$ cat src/rtl/core/sus_pkg.sv
// ----------------------------------------------------------------------------
// sus_pkg
// Types and fixed widths shared by the stochastic universal sampler.
// ----------------------------------------------------------------------------
package sus_pkg;

  localparam int POP_W    = 7;
  localparam int IDX_W    = 6;
  localparam int WEIGHT_W = 32;
  localparam int FRAC_W   = 16;
  localparam int BIT_W    = 4;
  localparam int TOTAL_W  = 38;
  localparam int PW_W     = POP_W + WEIGHT_W;
  // total * (k*65536 + r) and p*65536*cum both stay below 2^60
  localparam int ACC_W    = 61;

  localparam logic KIND_LOAD  = 1'b0;
  localparam logic KIND_START = 1'b1;

  localparam logic STATUS_OK  = 1'b0;
  localparam logic STATUS_ERR = 1'b1;

  typedef enum logic [2:0] {
    ST_IDLE,
    ST_MUL,
    ST_PMUL,
    ST_RADD,
    ST_CMP,
    ST_OUT,
    ST_ERR
  } state_t;

  typedef enum logic [1:0] {
    ADD_MUL_STEP,
    ADD_R_STEP,
    ADD_L_STEP
  } add_sel_t;

  typedef struct packed {
    logic     clr;
    logic     l_load;
    logic     r_load;
    logic     pw_load;
    logic     mul_bit;
    add_sel_t add_sel;
  } dp_ctrl_t;

endpackage

$ cat src/rtl/core/sus_store.sv
// ----------------------------------------------------------------------------
// sus_store
// Weight memory: one write port, one registered read port.
// ----------------------------------------------------------------------------
module sus_store #(
  parameter int DEPTH = 64
) (
  input  logic                            clk,
  input  logic                            we,
  input  logic [$clog2(DEPTH)-1:0]        waddr,
  input  logic [sus_pkg::WEIGHT_W-1:0]    wdata,
  input  logic                            re,
  input  logic [$clog2(DEPTH)-1:0]        raddr,
  output logic [sus_pkg::WEIGHT_W-1:0]    rdata_r
);

  logic [sus_pkg::WEIGHT_W-1:0] mem [DEPTH];

  always_ff @(posedge clk) begin
    if (we) begin
      mem[waddr] <= wdata;
    end
  end

  always_ff @(posedge clk) begin
    if (re) begin
      rdata_r <= mem[raddr];
    end
  end

endmodule

$ cat src/rtl/core/sus_dp.sv
// ----------------------------------------------------------------------------
// sus_dp
// Shared 61-bit adder and comparator for the sampling point and cumulative
// weight accumulators.
// ----------------------------------------------------------------------------
module sus_dp (
  input  logic                            clk,
  input  sus_pkg::dp_ctrl_t               ctrl,
  input  logic [sus_pkg::TOTAL_W-1:0]     total,
  input  logic [sus_pkg::POP_W-1:0]       pop_eff,
  input  logic [sus_pkg::WEIGHT_W-1:0]    rdata,
  output logic                            l_gt_r
);

  logic [sus_pkg::ACC_W-1:0] acc_l_r, acc_l_nxt;
  logic [sus_pkg::ACC_W-1:0] acc_r_r, acc_r_nxt;
  logic [sus_pkg::PW_W-1:0]  pw_r, pw_nxt;
  logic [sus_pkg::ACC_W-1:0] opa, opb, sum;

  // operand select for the one adder
  always_comb begin
    unique case (ctrl.add_sel)
      sus_pkg::ADD_MUL_STEP: begin
        opa = acc_l_r << 1;
        opb = ctrl.mul_bit ? sus_pkg::ACC_W'(total) : '0;
      end
      sus_pkg::ADD_R_STEP: begin
        opa = acc_r_r;
        opb = sus_pkg::ACC_W'(pw_r) << sus_pkg::FRAC_W;
      end
      sus_pkg::ADD_L_STEP: begin
        opa = acc_l_r;
        opb = sus_pkg::ACC_W'(total) << sus_pkg::FRAC_W;
      end
      default: begin
        opa = acc_l_r;
        opb = '0;
      end
    endcase
  end

  assign sum    = opa + opb;
  assign l_gt_r = acc_l_r > acc_r_r;

  always_comb begin
    acc_l_nxt = acc_l_r;
    acc_r_nxt = acc_r_r;
    pw_nxt    = pw_r;
    if (ctrl.clr) begin
      acc_l_nxt = '0;
      acc_r_nxt = '0;
    end else begin
      if (ctrl.l_load) begin
        acc_l_nxt = sum;
      end
      if (ctrl.r_load) begin
        acc_r_nxt = sum;
      end
    end
    if (ctrl.pw_load) begin
      pw_nxt = sus_pkg::PW_W'(pop_eff) * sus_pkg::PW_W'(rdata);
    end
  end

  always_ff @(posedge clk) begin
    acc_l_r <= acc_l_nxt;
    acc_r_r <= acc_r_nxt;
    pw_r    <= pw_nxt;
  end

endmodule

$ cat src/rtl/core/sus_ctrl.sv
// ----------------------------------------------------------------------------
// sus_ctrl
// Sequencer: weight loading, population register, sampling walk.
// ----------------------------------------------------------------------------
module sus_ctrl #(
  parameter int MAX_POPULATION = 64
) (
  input  logic                                 clk,
  input  logic                                 rst_n,
  input  logic                                 cfg_valid,
  output logic                                 cfg_ready,
  input  logic [sus_pkg::POP_W-1:0]            cfg_population_size,
  input  logic                                 in_valid,
  output logic                                 in_stall,
  input  logic                                 in_kind,
  input  logic [sus_pkg::WEIGHT_W-1:0]         in_weight,
  input  logic [sus_pkg::FRAC_W-1:0]           in_random_fraction,
  output logic                                 out_valid,
  input  logic                                 out_stall,
  output logic [sus_pkg::IDX_W-1:0]            out_parent_index,
  output logic                                 out_status,
  output logic                                 out_last,
  output logic                                 mem_we,
  output logic [$clog2(MAX_POPULATION)-1:0]    mem_waddr,
  output logic                                 mem_re,
  output logic [$clog2(MAX_POPULATION)-1:0]    mem_raddr,
  output sus_pkg::dp_ctrl_t                    dp_ctrl,
  output logic [sus_pkg::TOTAL_W-1:0]          total,
  output logic [sus_pkg::POP_W-1:0]            pop_eff,
  input  logic                                 l_gt_r
);

  localparam int AW = $clog2(MAX_POPULATION);
  localparam logic [sus_pkg::POP_W-1:0] POP_MIN = sus_pkg::POP_W'(2);
  localparam logic [sus_pkg::POP_W-1:0] POP_MAX = sus_pkg::POP_W'(MAX_POPULATION);

  sus_pkg::state_t state_r, state_nxt;

  logic [sus_pkg::POP_W-1:0]   pop_r, pop_nxt;
  logic [sus_pkg::POP_W-1:0]   cnt_r, cnt_nxt;
  logic [sus_pkg::TOTAL_W-1:0] total_r, total_nxt;
  logic [sus_pkg::FRAC_W-1:0]  frac_r, frac_nxt;
  logic [sus_pkg::BIT_W-1:0]   bit_r, bit_nxt;
  logic [AW-1:0]               k_r, k_nxt;
  logic [AW-1:0]               idx_r, idx_nxt;

  logic cfg_wr, in_acc, out_acc, is_start, loaded, advance, run_last;

  // register writes only land between runs; a pending write holds off input items
  assign cfg_ready = (state_r == sus_pkg::ST_IDLE);
  assign cfg_wr    = cfg_valid & cfg_ready;
  assign in_stall  = (state_r != sus_pkg::ST_IDLE) | cfg_valid;
  assign in_acc    = in_valid & ~in_stall;
  assign out_acc   = out_valid & ~out_stall;
  assign is_start  = (in_kind == sus_pkg::KIND_START);

  always_comb begin
    priority if (pop_r < POP_MIN) begin
      pop_eff = POP_MIN;
    end else if (pop_r > POP_MAX) begin
      pop_eff = POP_MAX;
    end else begin
      pop_eff = pop_r;
    end
  end

  assign loaded   = (cnt_r >= pop_eff);
  assign advance  = (sus_pkg::POP_W'(idx_r) < pop_eff - sus_pkg::POP_W'(1)) & l_gt_r;
  assign run_last = (sus_pkg::POP_W'(k_r) == pop_eff - sus_pkg::POP_W'(1));
  assign total    = total_r;

  // next state
  always_comb begin
    state_nxt = state_r;
    unique case (state_r)
      sus_pkg::ST_IDLE: begin
        if (in_acc && !cfg_wr && is_start) begin
          state_nxt = loaded ? sus_pkg::ST_MUL : sus_pkg::ST_ERR;
        end
      end
      sus_pkg::ST_MUL: begin
        if (bit_r == '0) begin
          state_nxt = sus_pkg::ST_PMUL;
        end
      end
      sus_pkg::ST_PMUL: state_nxt = sus_pkg::ST_RADD;
      sus_pkg::ST_RADD: state_nxt = sus_pkg::ST_CMP;
      sus_pkg::ST_CMP: begin
        state_nxt = advance ? sus_pkg::ST_PMUL : sus_pkg::ST_OUT;
      end
      sus_pkg::ST_OUT: begin
        if (out_acc) begin
          state_nxt = run_last ? sus_pkg::ST_IDLE : sus_pkg::ST_CMP;
        end
      end
      sus_pkg::ST_ERR: begin
        if (out_acc) begin
          state_nxt = sus_pkg::ST_IDLE;
        end
      end
      default: state_nxt = sus_pkg::ST_IDLE;
    endcase
  end

  // outputs and unit controls
  always_comb begin
    out_valid        = 1'b0;
    out_parent_index = sus_pkg::IDX_W'(idx_r);
    out_status       = sus_pkg::STATUS_OK;
    out_last         = run_last;
    mem_we           = 1'b0;
    mem_waddr        = cnt_r[AW-1:0];
    mem_re           = 1'b0;
    mem_raddr        = '0;
    dp_ctrl          = '0;
    dp_ctrl.mul_bit  = frac_r[bit_r];
    dp_ctrl.add_sel  = sus_pkg::ADD_MUL_STEP;
    unique case (state_r)
      sus_pkg::ST_IDLE: begin
        if (in_acc && !cfg_wr) begin
          if (is_start) begin
            // prefetch entry 0 while the offset product is built
            mem_re      = 1'b1;
            dp_ctrl.clr = 1'b1;
          end else begin
            mem_we = ~loaded;
          end
        end
      end
      sus_pkg::ST_MUL: begin
        dp_ctrl.add_sel = sus_pkg::ADD_MUL_STEP;
        dp_ctrl.l_load  = 1'b1;
      end
      sus_pkg::ST_PMUL: begin
        dp_ctrl.pw_load = 1'b1;
      end
      sus_pkg::ST_RADD: begin
        dp_ctrl.add_sel = sus_pkg::ADD_R_STEP;
        dp_ctrl.r_load  = 1'b1;
      end
      sus_pkg::ST_CMP: begin
        mem_re    = advance;
        mem_raddr = idx_r + AW'(1);
      end
      sus_pkg::ST_OUT: begin
        out_valid       = 1'b1;
        dp_ctrl.add_sel = sus_pkg::ADD_L_STEP;
        dp_ctrl.l_load  = out_acc & ~run_last;
      end
      sus_pkg::ST_ERR: begin
        out_valid        = 1'b1;
        out_parent_index = '0;
        out_status       = sus_pkg::STATUS_ERR;
        out_last         = 1'b1;
      end
      default: ;
    endcase
  end

  // register next values
  always_comb begin
    pop_nxt   = pop_r;
    cnt_nxt   = cnt_r;
    total_nxt = total_r;
    frac_nxt  = frac_r;
    bit_nxt   = bit_r;
    k_nxt     = k_r;
    idx_nxt   = idx_r;
    unique case (state_r)
      sus_pkg::ST_IDLE: begin
        priority if (cfg_wr) begin
          pop_nxt   = cfg_population_size;
          cnt_nxt   = '0;
          total_nxt = '0;
        end else if (in_acc) begin
          if (is_start) begin
            frac_nxt = in_random_fraction;
            bit_nxt  = '1;
            k_nxt    = '0;
            idx_nxt  = '0;
          end else if (!loaded) begin
            cnt_nxt   = cnt_r + sus_pkg::POP_W'(1);
            total_nxt = total_r + sus_pkg::TOTAL_W'(in_weight);
          end
        end
      end
      sus_pkg::ST_MUL: bit_nxt = bit_r - sus_pkg::BIT_W'(1);
      sus_pkg::ST_CMP: begin
        if (advance) begin
          idx_nxt = idx_r + AW'(1);
        end
      end
      sus_pkg::ST_OUT: begin
        if (out_acc) begin
          if (run_last) begin
            cnt_nxt   = '0;
            total_nxt = '0;
          end else begin
            k_nxt = k_r + AW'(1);
          end
        end
      end
      sus_pkg::ST_ERR: begin
        if (out_acc) begin
          cnt_nxt   = '0;
          total_nxt = '0;
        end
      end
      default: ;
    endcase
  end

  always_ff @(posedge clk) begin
    if (!rst_n) begin
      state_r <= sus_pkg::ST_IDLE;
      pop_r   <= POP_MAX;
      cnt_r   <= '0;
      total_r <= '0;
    end else begin
      state_r <= state_nxt;
      pop_r   <= pop_nxt;
      cnt_r   <= cnt_nxt;
      total_r <= total_nxt;
    end
  end

  always_ff @(posedge clk) begin
    frac_r <= frac_nxt;
    bit_r  <= bit_nxt;
    k_r    <= k_nxt;
    idx_r  <= idx_nxt;
  end

endmodule

$ cat src/rtl/core/stochastic_universal_sampler_top.sv
// Load item: taken without leaving idle; a new item can follow unless cfg_valid is high.
// Start item: total*r is built by shift-add on the shared adder, then each step of the
// walk reads a weight, forms the p*w product and accumulates it, and each result is a
// compare and then an emit, which out_stall can hold.
// A start with too few weights gives its single error result on the next cycle.
// Synchronous active-low reset clears control state; population size resets to 64.
// ----------------------------------------------------------------------------
// stochastic_universal_sampler_top
// Stochastic universal sampling for GA parent selection, exact integer compare.
// ----------------------------------------------------------------------------
module stochastic_universal_sampler_top #(
  parameter int MAX_POPULATION = 64
) (
  input  logic                              clk,
  input  logic                              rst_n,
  input  logic                              cfg_valid,
  output logic                              cfg_ready,
  input  logic [sus_pkg::POP_W-1:0]         cfg_population_size,
  input  logic                              in_valid,
  output logic                              in_stall,
  input  logic                              in_kind,
  input  logic [sus_pkg::WEIGHT_W-1:0]      in_weight,
  input  logic [sus_pkg::FRAC_W-1:0]        in_random_fraction,
  output logic                              out_valid,
  input  logic                              out_stall,
  output logic [sus_pkg::IDX_W-1:0]         out_parent_index,
  output logic                              out_status,
  output logic                              out_last
);

  localparam int AW = $clog2(MAX_POPULATION);

  logic                          mem_we, mem_re, l_gt_r;
  logic [AW-1:0]                 mem_waddr, mem_raddr;
  logic [sus_pkg::WEIGHT_W-1:0]  rdata;
  logic [sus_pkg::TOTAL_W-1:0]   total;
  logic [sus_pkg::POP_W-1:0]     pop_eff;
  sus_pkg::dp_ctrl_t             dp_ctrl;

  sus_ctrl #(
    .MAX_POPULATION(MAX_POPULATION)
  ) u_ctrl (
    .clk                 (clk),
    .rst_n               (rst_n),
    .cfg_valid           (cfg_valid),
    .cfg_ready           (cfg_ready),
    .cfg_population_size (cfg_population_size),
    .in_valid            (in_valid),
    .in_stall            (in_stall),
    .in_kind             (in_kind),
    .in_weight           (in_weight),
    .in_random_fraction  (in_random_fraction),
    .out_valid           (out_valid),
    .out_stall           (out_stall),
    .out_parent_index    (out_parent_index),
    .out_status          (out_status),
    .out_last            (out_last),
    .mem_we              (mem_we),
    .mem_waddr           (mem_waddr),
    .mem_re              (mem_re),
    .mem_raddr           (mem_raddr),
    .dp_ctrl             (dp_ctrl),
    .total               (total),
    .pop_eff             (pop_eff),
    .l_gt_r              (l_gt_r)
  );

  sus_store #(
    .DEPTH(MAX_POPULATION)
  ) u_store (
    .clk     (clk),
    .we      (mem_we),
    .waddr   (mem_waddr),
    .wdata   (in_weight),
    .re      (mem_re),
    .raddr   (mem_raddr),
    .rdata_r (rdata)
  );

  sus_dp u_dp (
    .clk     (clk),
    .ctrl    (dp_ctrl),
    .total   (total),
    .pop_eff (pop_eff),
    .rdata   (rdata),
    .l_gt_r  (l_gt_r)
  );

endmodule

$ cat config.mk
export PLATFORM = sky130hd
export DESIGN_NAME = stochastic_universal_sampler_top
export DESIGN_NICKNAME = d
export VERILOG_FILES = /design/src/rtl/core/sus_pkg.sv /design/src/rtl/core/sus_store.sv /design/src/rtl/core/sus_dp.sv /design/src/rtl/core/sus_ctrl.sv /design/src/rtl/core/stochastic_universal_sampler_top.sv
export SDC_FILE = /design/constraint.sdc
export NUM_CORES = 2
export LEC_CHECK = 0
export BUFFER_PORTS_ARGS = -buffer_cell sky130_fd_sc_hd__buf_2
export CAP_MARGIN = 10
export CORE_MARGIN = 5
export CORE_UTILIZATION = 32
export CTS_CLUSTER_DIAMETER = 60
export CTS_CLUSTER_SIZE = 28
export DETAILED_ROUTE_END_ITERATION = 6
export PLACE_DENSITY = 0.57
export SLEW_MARGIN = 20
export SYNTH_ARGS = -nofsm -noshare
export SYNTH_HDL_FRONTEND = slang
export SYNTH_SLANG_ARGS = --single-unit
$ cat constraint.sdc
create_clock -name clk -period 11.7 [get_ports clk]
set_clock_uncertainty 0.2 [all_clocks]
set_input_delay 0.585 -clock clk [delete_from_list [all_inputs] [get_ports clk]]
set_output_delay 0.585 -clock clk [all_outputs]
set_load 0.01 [all_outputs]
**Word level (Yosys, flattened, before mapping)**

Memories as Yosys holds them, arrays and structs flattened. A register that Yosys moved wholly into a read port is not among the register bits.
Cells that the tools add are included.

- Input bits: 61
- Logic and storage cells: 139
- Output and inout port bits: 11
- RAM bits: 2,048
- Memories: 1
- Register bits after elaboration: 248

- Multiplexer cells: 61
- Add/subtract/negate cells: 7
- Bitwise operators: 11
- $lt $le $gt $ge: 6
- Equality and inequality tests: 22
- Reductions and logical operators: 19
- $mul: 1

Memories:

| memory | words | bits a word | read ports | clocked after Yosys merged registers in | write ports | line | source |
|---|---|---|---|---|---|---|---|
| u_store.mem | 64 | 32 | 1 | 1 | 1 | sus_store.sv:17 | `logic [sus_pkg::WEIGHT_W-1:0] mem [DEPTH];` |

Operators by type and width:

| operator | count |
|---|---|
| $mux 38 | 8 |
| $pmux 61 s3 | 1 |
| $pmux 61 s2 | 1 |
| $pmux 38 s3 | 1 |
| $mux 7 | 9 |
| $add 61x61->61 | 1 |
| $gt 61x61->1 | 1 |
| $mux 6 | 8 |
| $mul 7x32->39 | 1 |
| $add 38x32->38 | 1 |
| $pmux 6 s2 | 2 |
| $mux 3 | 7 |
| $pmux 3 s7 | 1 |
| $pmux 7 s3 | 1 |
| $mux 1 | 14 |
| $add 6x1->6 const B | 2 |
| $mux 4 | 3 |
| $reduce_and 4->1 | 3 |
| $ne 2x1->1 const B | 5 |
| $ne 2x2->1 const B | 5 |
| $eq 3x3->1 const B | 3 |
| $ne 3x3->1 const B | 3 |
| $pmux 4 s2 | 1 |
| $add 7x1->7 const B | 1 |
| 30 further kinds | 44 |

**Depth between registers and ports, before layout**

- Depth after elaboration: 10
- Mapped depth: 24

**Cells and area by module**

Synthesis repeated with hierarchy kept, for this count alone.

- Cell total of the unflattened synthesis: 6,313
- Area, all modules: 104,132.4 µm²

Modules (own cells, without submodules):

| module | instances | cells each | sequential area each (µm²) | area each (µm²) |
|---|---|---|---|---|
| sus_store | 1 | 3,324 | 62,459.9 | 78,835.6 |
| sus_dp | 1 | 2,302 | 3,613.5 | 19,313.5 |
| sus_ctrl | 1 | 687 | 2,062.0 | 5,983.2 |

**Worst setup path before layout**

No wires, ideal clock.

- Path kind: reg2reg
- Start: reg u_ctrl.pop_r[2] (netlist name)
- End: reg u_dp.pw_r[37] (netlist name), data pin
- Required time: 11.242 ns
- Clock period less this slack: 6.197 ns
- Stages on the path, launching flop included: 22
- Data arrival time: 5.739 ns
- Path buffers: 1
- Path slack: 5.503 ns
- Cell sequence: dfxtp_1 > nor4_1 > nor2_1 > nor2_1 > clkbuf_1 > and2_1 > fa_1 > fa_1 > fa_1 > inv_1 > fa_1 > inv_1 > ha_1 > a21o_1 > a21o_1 > a21o_1 > a221o_1 > o41a_1 > a41oi_1 > o21ai_1 > a211oi_2 > xnor2_1

- Word-level cells in the longest chain between the ends: 4
- Elaborated cells on any way between the ends: 5

RTL lines:

| what | line | source |
|---|---|---|
| start: declaration | sus_ctrl.sv:39 | `logic [sus_pkg::POP_W-1:0] pop_r, pop_nxt;` |
| start signal: assignment | sus_ctrl.sv:221 | `pop_r <= pop_nxt;` |
| $gt 7x7->1 | sus_ctrl.sv:60 | `end else if (pop_r > POP_MAX) begin` |
| $mux 7 | sus_ctrl.sv:60 |  |
| $mux 7 (*) | sus_ctrl.sv:58 | `priority if (pop_r < POP_MIN) begin` |
| $mul 7x32->39 (*) | sus_dp.sv:61 | `pw_nxt = sus_pkg::PW_W'(pop_eff) * sus_pkg::PW_W'(rdata);` |
| end signal: assignment | sus_dp.sv:68 | `pw_r <= pw_nxt;` |
| end: declaration | sus_dp.sv:17 | `logic [sus_pkg::PW_W-1:0] pw_r, pw_nxt;` |

Mark *: on every way between the ends. The rest lies on a longest branch, timed or not.
A chain may end at the register's enable or synchronous reset.

**Worst setup path after layout**

Same ends and word-level chain as after synthesis.

==> results by group <==
Final layout
  • Fraction of layout cells with a size suffix above 1: 0.0757
  • Most frequent cells in the layout: 2151 x edfxtp_1, 1461 x nand2_1, 435 x nand3_1, 386 x o221ai_1, 369 x a21oi_1
  • Synthesis-to-layout area growth: 11.2%
  • Core occupancy in the finished layout: 0.357
  • Design Area, Final: 0.116 mm2
  • Most frequent standard cell in the layout excluding fill and tap cells: edfxtp_1
  • Net count of the finished layout: around 8700

Worst setup path
  • Worst R2R End: u_dp.pw_r[37]
  • Cell-by-cell listing of the critical path: nor4_1, nor2_1, nor2_4, and2_1, fa_1, fa_1, fa_1, inv_1, fa_1, inv_1, ha_1, a21o_1, a21o_1, a21o_1, a221o_1, o41a_1, a41oi_1, o21ai_1, a211oi_2, xnor2_1
  • Highest fanout seen on the critical path: 33
  • Launching element of the worst setup path: u_ctrl.pop_r[2]
  • Logic depth of the worst register-to-register path: 20
  • Worst Setup EP: u_dp.pw_r[37]
  • Critical-path top delay cell: nor2_4
  • Buf/Inv on CP: 2
  • Largest stage delay on the critical path: between 0.6 and 0.7 ns
  • Number of cells on the critical path: 20
  • CP Data Arrival Time: 7.50 ns
  • Worst reg2reg startpoint: u_ctrl.pop_r[2]
  • Cell occurring most often along the worst timing path: fa_1
  • Flop-to-flop setup slack: about 4.5 ns
  • Sort of element at the start of the critical path: register
  • Cell type group with the largest total delay on the critical path: adder cells
  • Worst endpoint required time: about 12 ns
  • Critical path type: register to register
  • Critical Path End Type: register

Logic synthesis
  • Compound-cell area share of the yosys netlist: 0.135
  • Part of the Yosys area used for sequential elements: 0.651
  • Synth Flop Type: edfxtp_1
  • Mapped Area: about 0.10 mm2
  • Fraction of registers with async set or reset after synthesis: 0
  • Dominant combinational cell family by area after synthesis: compound AO/OA/AOI/OAI gates
  • Area share of fa/ha/maj cells after synthesis: 0.0554
  • Post-Synthesis Cells: roughly 8400
  • Number of enable-type register cells in the synthesized netlist: between 2000 and 2500
  • Post-synthesis xor/xnor area fraction: 0.0114
  • Yosys warning total: 0
  • Share of synthesized area spent on multiplexers: 0.00157
  • Mapped Avg Cell Area: ~12 um2
  • Simple-gate share of the synthesized area: 0.115
  • Number of flip-flops and latches in the synthesized netlist: 2328
  • Post-synth cell types: 92
  • Synth Net Count: 8822

STA
  • Rel. slew slack: 0.122
  • Final hold viol count: 0
  • Setup Total Neg Slack: 0 ns
  • Final critical path time including I/O delays and setup: 7.17 ns
  • Final Setup Violations: 0
  • Max-slew violation count: 0
  • Unrepaired setup endpoints after global routing: no
  • Share of the clock period used by the worst path after layout: 0.613
  • Maximum clock frequency: 0.139 GHz
  • Pin slew with the least headroom to its limit: between 1 and 1.5 ns

Clock tree
  • Maximum count of clock buffers along a single path: 4
  • Cell at the root of the clock tree: clkbuf_16
  • Post-CTS resize count: 0
  • Number of CTS-inserted buffers: around 150
  • Sink Count: 2328
  • H-Tree Level Count: 4
  • Clk Latency, worst-skew pair: around 0.86 ns
  • TritonCTS clock tree: built
  • CTS Hold Bufs: 28
  • Post-CTS setup buffers: 0
  • Clock Pin Slew Worst Setup and Hold Paths: 0.06 ns

Job
  • Max Cap Violations: 0

Route
  • Pre-Repair DR Iteration Count: 7
  • Ratio of routed vias to standard cells: ~5.6
  • Drt drc: 5
  • Total wirelength of the detailed-routed design: 322000 um
  • Count of antenna-violating nets left after detailed routing: 0
  • Detailed Route Iter0 Violations: between 9000 and 10000
  • Number of vias after detailed routing: 71000
  • Final routed wire length divided by cell count: 25.3 um

Global routing
  • GR Overflow Total: 0
  • Wire length of the first global-routing pass: roughly 470000 um
  • Number of antenna violations at the first check in global routing: 22
  • GRT Util Overall: 0.182
  • Largest net degree at the start of global routing: roughly 180
  • Vias in the first global route: slightly below 70000

Floorplanning
  • Horizontal die dimension: between 500 and 600 um
  • DIE AREA: approximately 0.34 mm2
  • DIE HEIGHT: 582 um
  • Number of I/O pins: just over 70
  • Effective utilization at floorplan: 0.321
  • Standard-cell row count: between 200 and 250
  • Core area: 0.326 mm2

Power and ir drop
  • Max VDD drop: 148 uV
  • Net switching power of the design: between 7 and 8 mW
  • Flop pwr share: 0.455
  • Leakage component of the power: 39.0 nW
  • Cell Int Power: 14.1 mW
  • Combinational share of power: 0.273
  • Part of the total power dissipated in the clock network: 0.272
  • Switching part of the total power: 0.347
  • Power density relative to cell area: approximately 190 mW/mm2

Run status
  • Status: finished, violations left
  • Violated checks: design-rule violations

Place
  • Placement Cell Area: 0.111 mm2
  • IO buf count: 71
  • Final weighted congestion in routability-driven placement: 0.902
  • DP HPWL: about 200000 um

Worst hold path
  • Worst hold path class: primary input to register
layer usage:
| layer | GRT usage | share of wire | vias up |
|---|---|---|---|
| li1 | - | - | 31400 |
| met4 | 0.0583 | 0.035 | 2 |
| met1 | 0.264 | 0.43 | 36200 |
| met3 | 0.0380 | 0.094 | 390 |
| met2 | 0.271 | 0.44 | 3014 |
| met5 | 0 | 0.000040 | - |
synth_stat cells (118+ instances only):
master / n / area share
edfxtp_1: 2151 / 0.62
nand2_1: 1462 / 0.052
clkbuf_1: 515 / 0.018
nand3_1: 437 / 0.021
o221ai_1: 386 / 0.032
a21oi_1: 370 / 0.018
o21ai_0: 344 / 0.016
inv_1: 265 / 0.0095
a311oi_1: 260 / 0.022
nor2_1: 238 / 0.0085
ha_1: 222 / 0.027
and2_1: 202 / 0.012
dfxtp_1: 177 / 0.034
o22ai_1: 159 / 0.0095
fa_1: 151 / 0.029
and3_1: 142 / 0.0085
a211oi_1: 118 / 0.0085
through the flow:
| step | setup WS (ns) | cells | power (mW) | hold slack, ns |
|---|---|---|---|---|
| after global placement | 4.25 | 12400 | 15.7 | 0.246 |
| after floorplan | 5.50 | 8388 | 13.5 | 0.236 |
| after global routing | 4.23 | 12700 | 22.5 | 0.0283 |
| after detailed placement | 4.56 | 12400 | 15.8 | 0.262 |
| final | 4.53 | 12700 | 21.5 | 0.0115 |
| after CTS | 4.57 | 12700 | 21.6 | 0.00664 |
layout make-up:
cell class | count | area (um2)
tap | 4346 | 5440
timing repair buffer | 284 | 2750
inverter | 266 | 1010
clock buffer | 165 | 3960
multi-input combinational | 5202 | 33800
fill | 31500 | 210000
antenna | 12 | 30.0
sequential | 2328 | 68100
clock inverter | 99 | 1210
power by group through the flow:
stage	logic (mW)	registers (mW)	clock network, mW
detailed placement	5.79	9.98	0
global placement	5.71	9.97	0
finish	5.88	9.80	5.87
CTS	5.82	9.79	5.97
floorplan	3.72	9.80	0
global route	6.39	9.83	6.29
tightest hold or removal path, stage by stage:
cell	delay [ns]
buf_2	0.17
nand2_1	0.08
o211ai_1	0.08
logic make-up (layout without fill, tap and decap cells):
logic type,count (synthesis),count (layout)
AND/OR/NAND/NOR,2676,2676
other,0,12
adder cells (fa/ha/maj),373,373
multiplexers,10,10
AO/OA/AOI/OAI,2008,2008
buffers and inverters,858,814
XOR/XNOR,135,135
flip-flops,2328,2328
registers in the layout, indices dropped and copies added (netlist names), 4 cells and up:
register         cells
u_dp.acc_l_r        61
u_ctrl.idx_r         6
u_dp.acc_r_r        61
u_ctrl.pop_r         7
u_store.mem       2048
u_ctrl.frac_r       16
u_store.rdata_r     32
u_ctrl.cnt_r         7
u_dp.pw_r           39
u_ctrl.total        38
u_ctrl.bit_r         4
u_ctrl.k_r           6
how the worst min path moves through the flow:
stage | from | to | slack (ns) | cells past startpoint
floorplan | u_dp.acc_l_r[0] | u_dp.acc_l_r[0] | 0.24 | 2
global placement | u_dp.acc_l_r[0] | u_dp.acc_l_r[0] | 0.25 | 2
detailed placement | u_dp.acc_r_r[41] | u_dp.acc_r_r[41] | 0.26 | 2
CTS | cfg_population_size[6] | u_ctrl.pop_r[6] | 0.007 | 3
global route | cfg_population_size[6] | u_ctrl.pop_r[6] | 0.03 | 3
finish | cfg_population_size[6] | u_ctrl.pop_r[6] | 0.01 | 3
No activity file was read; power rests on OpenSTA's default activity.
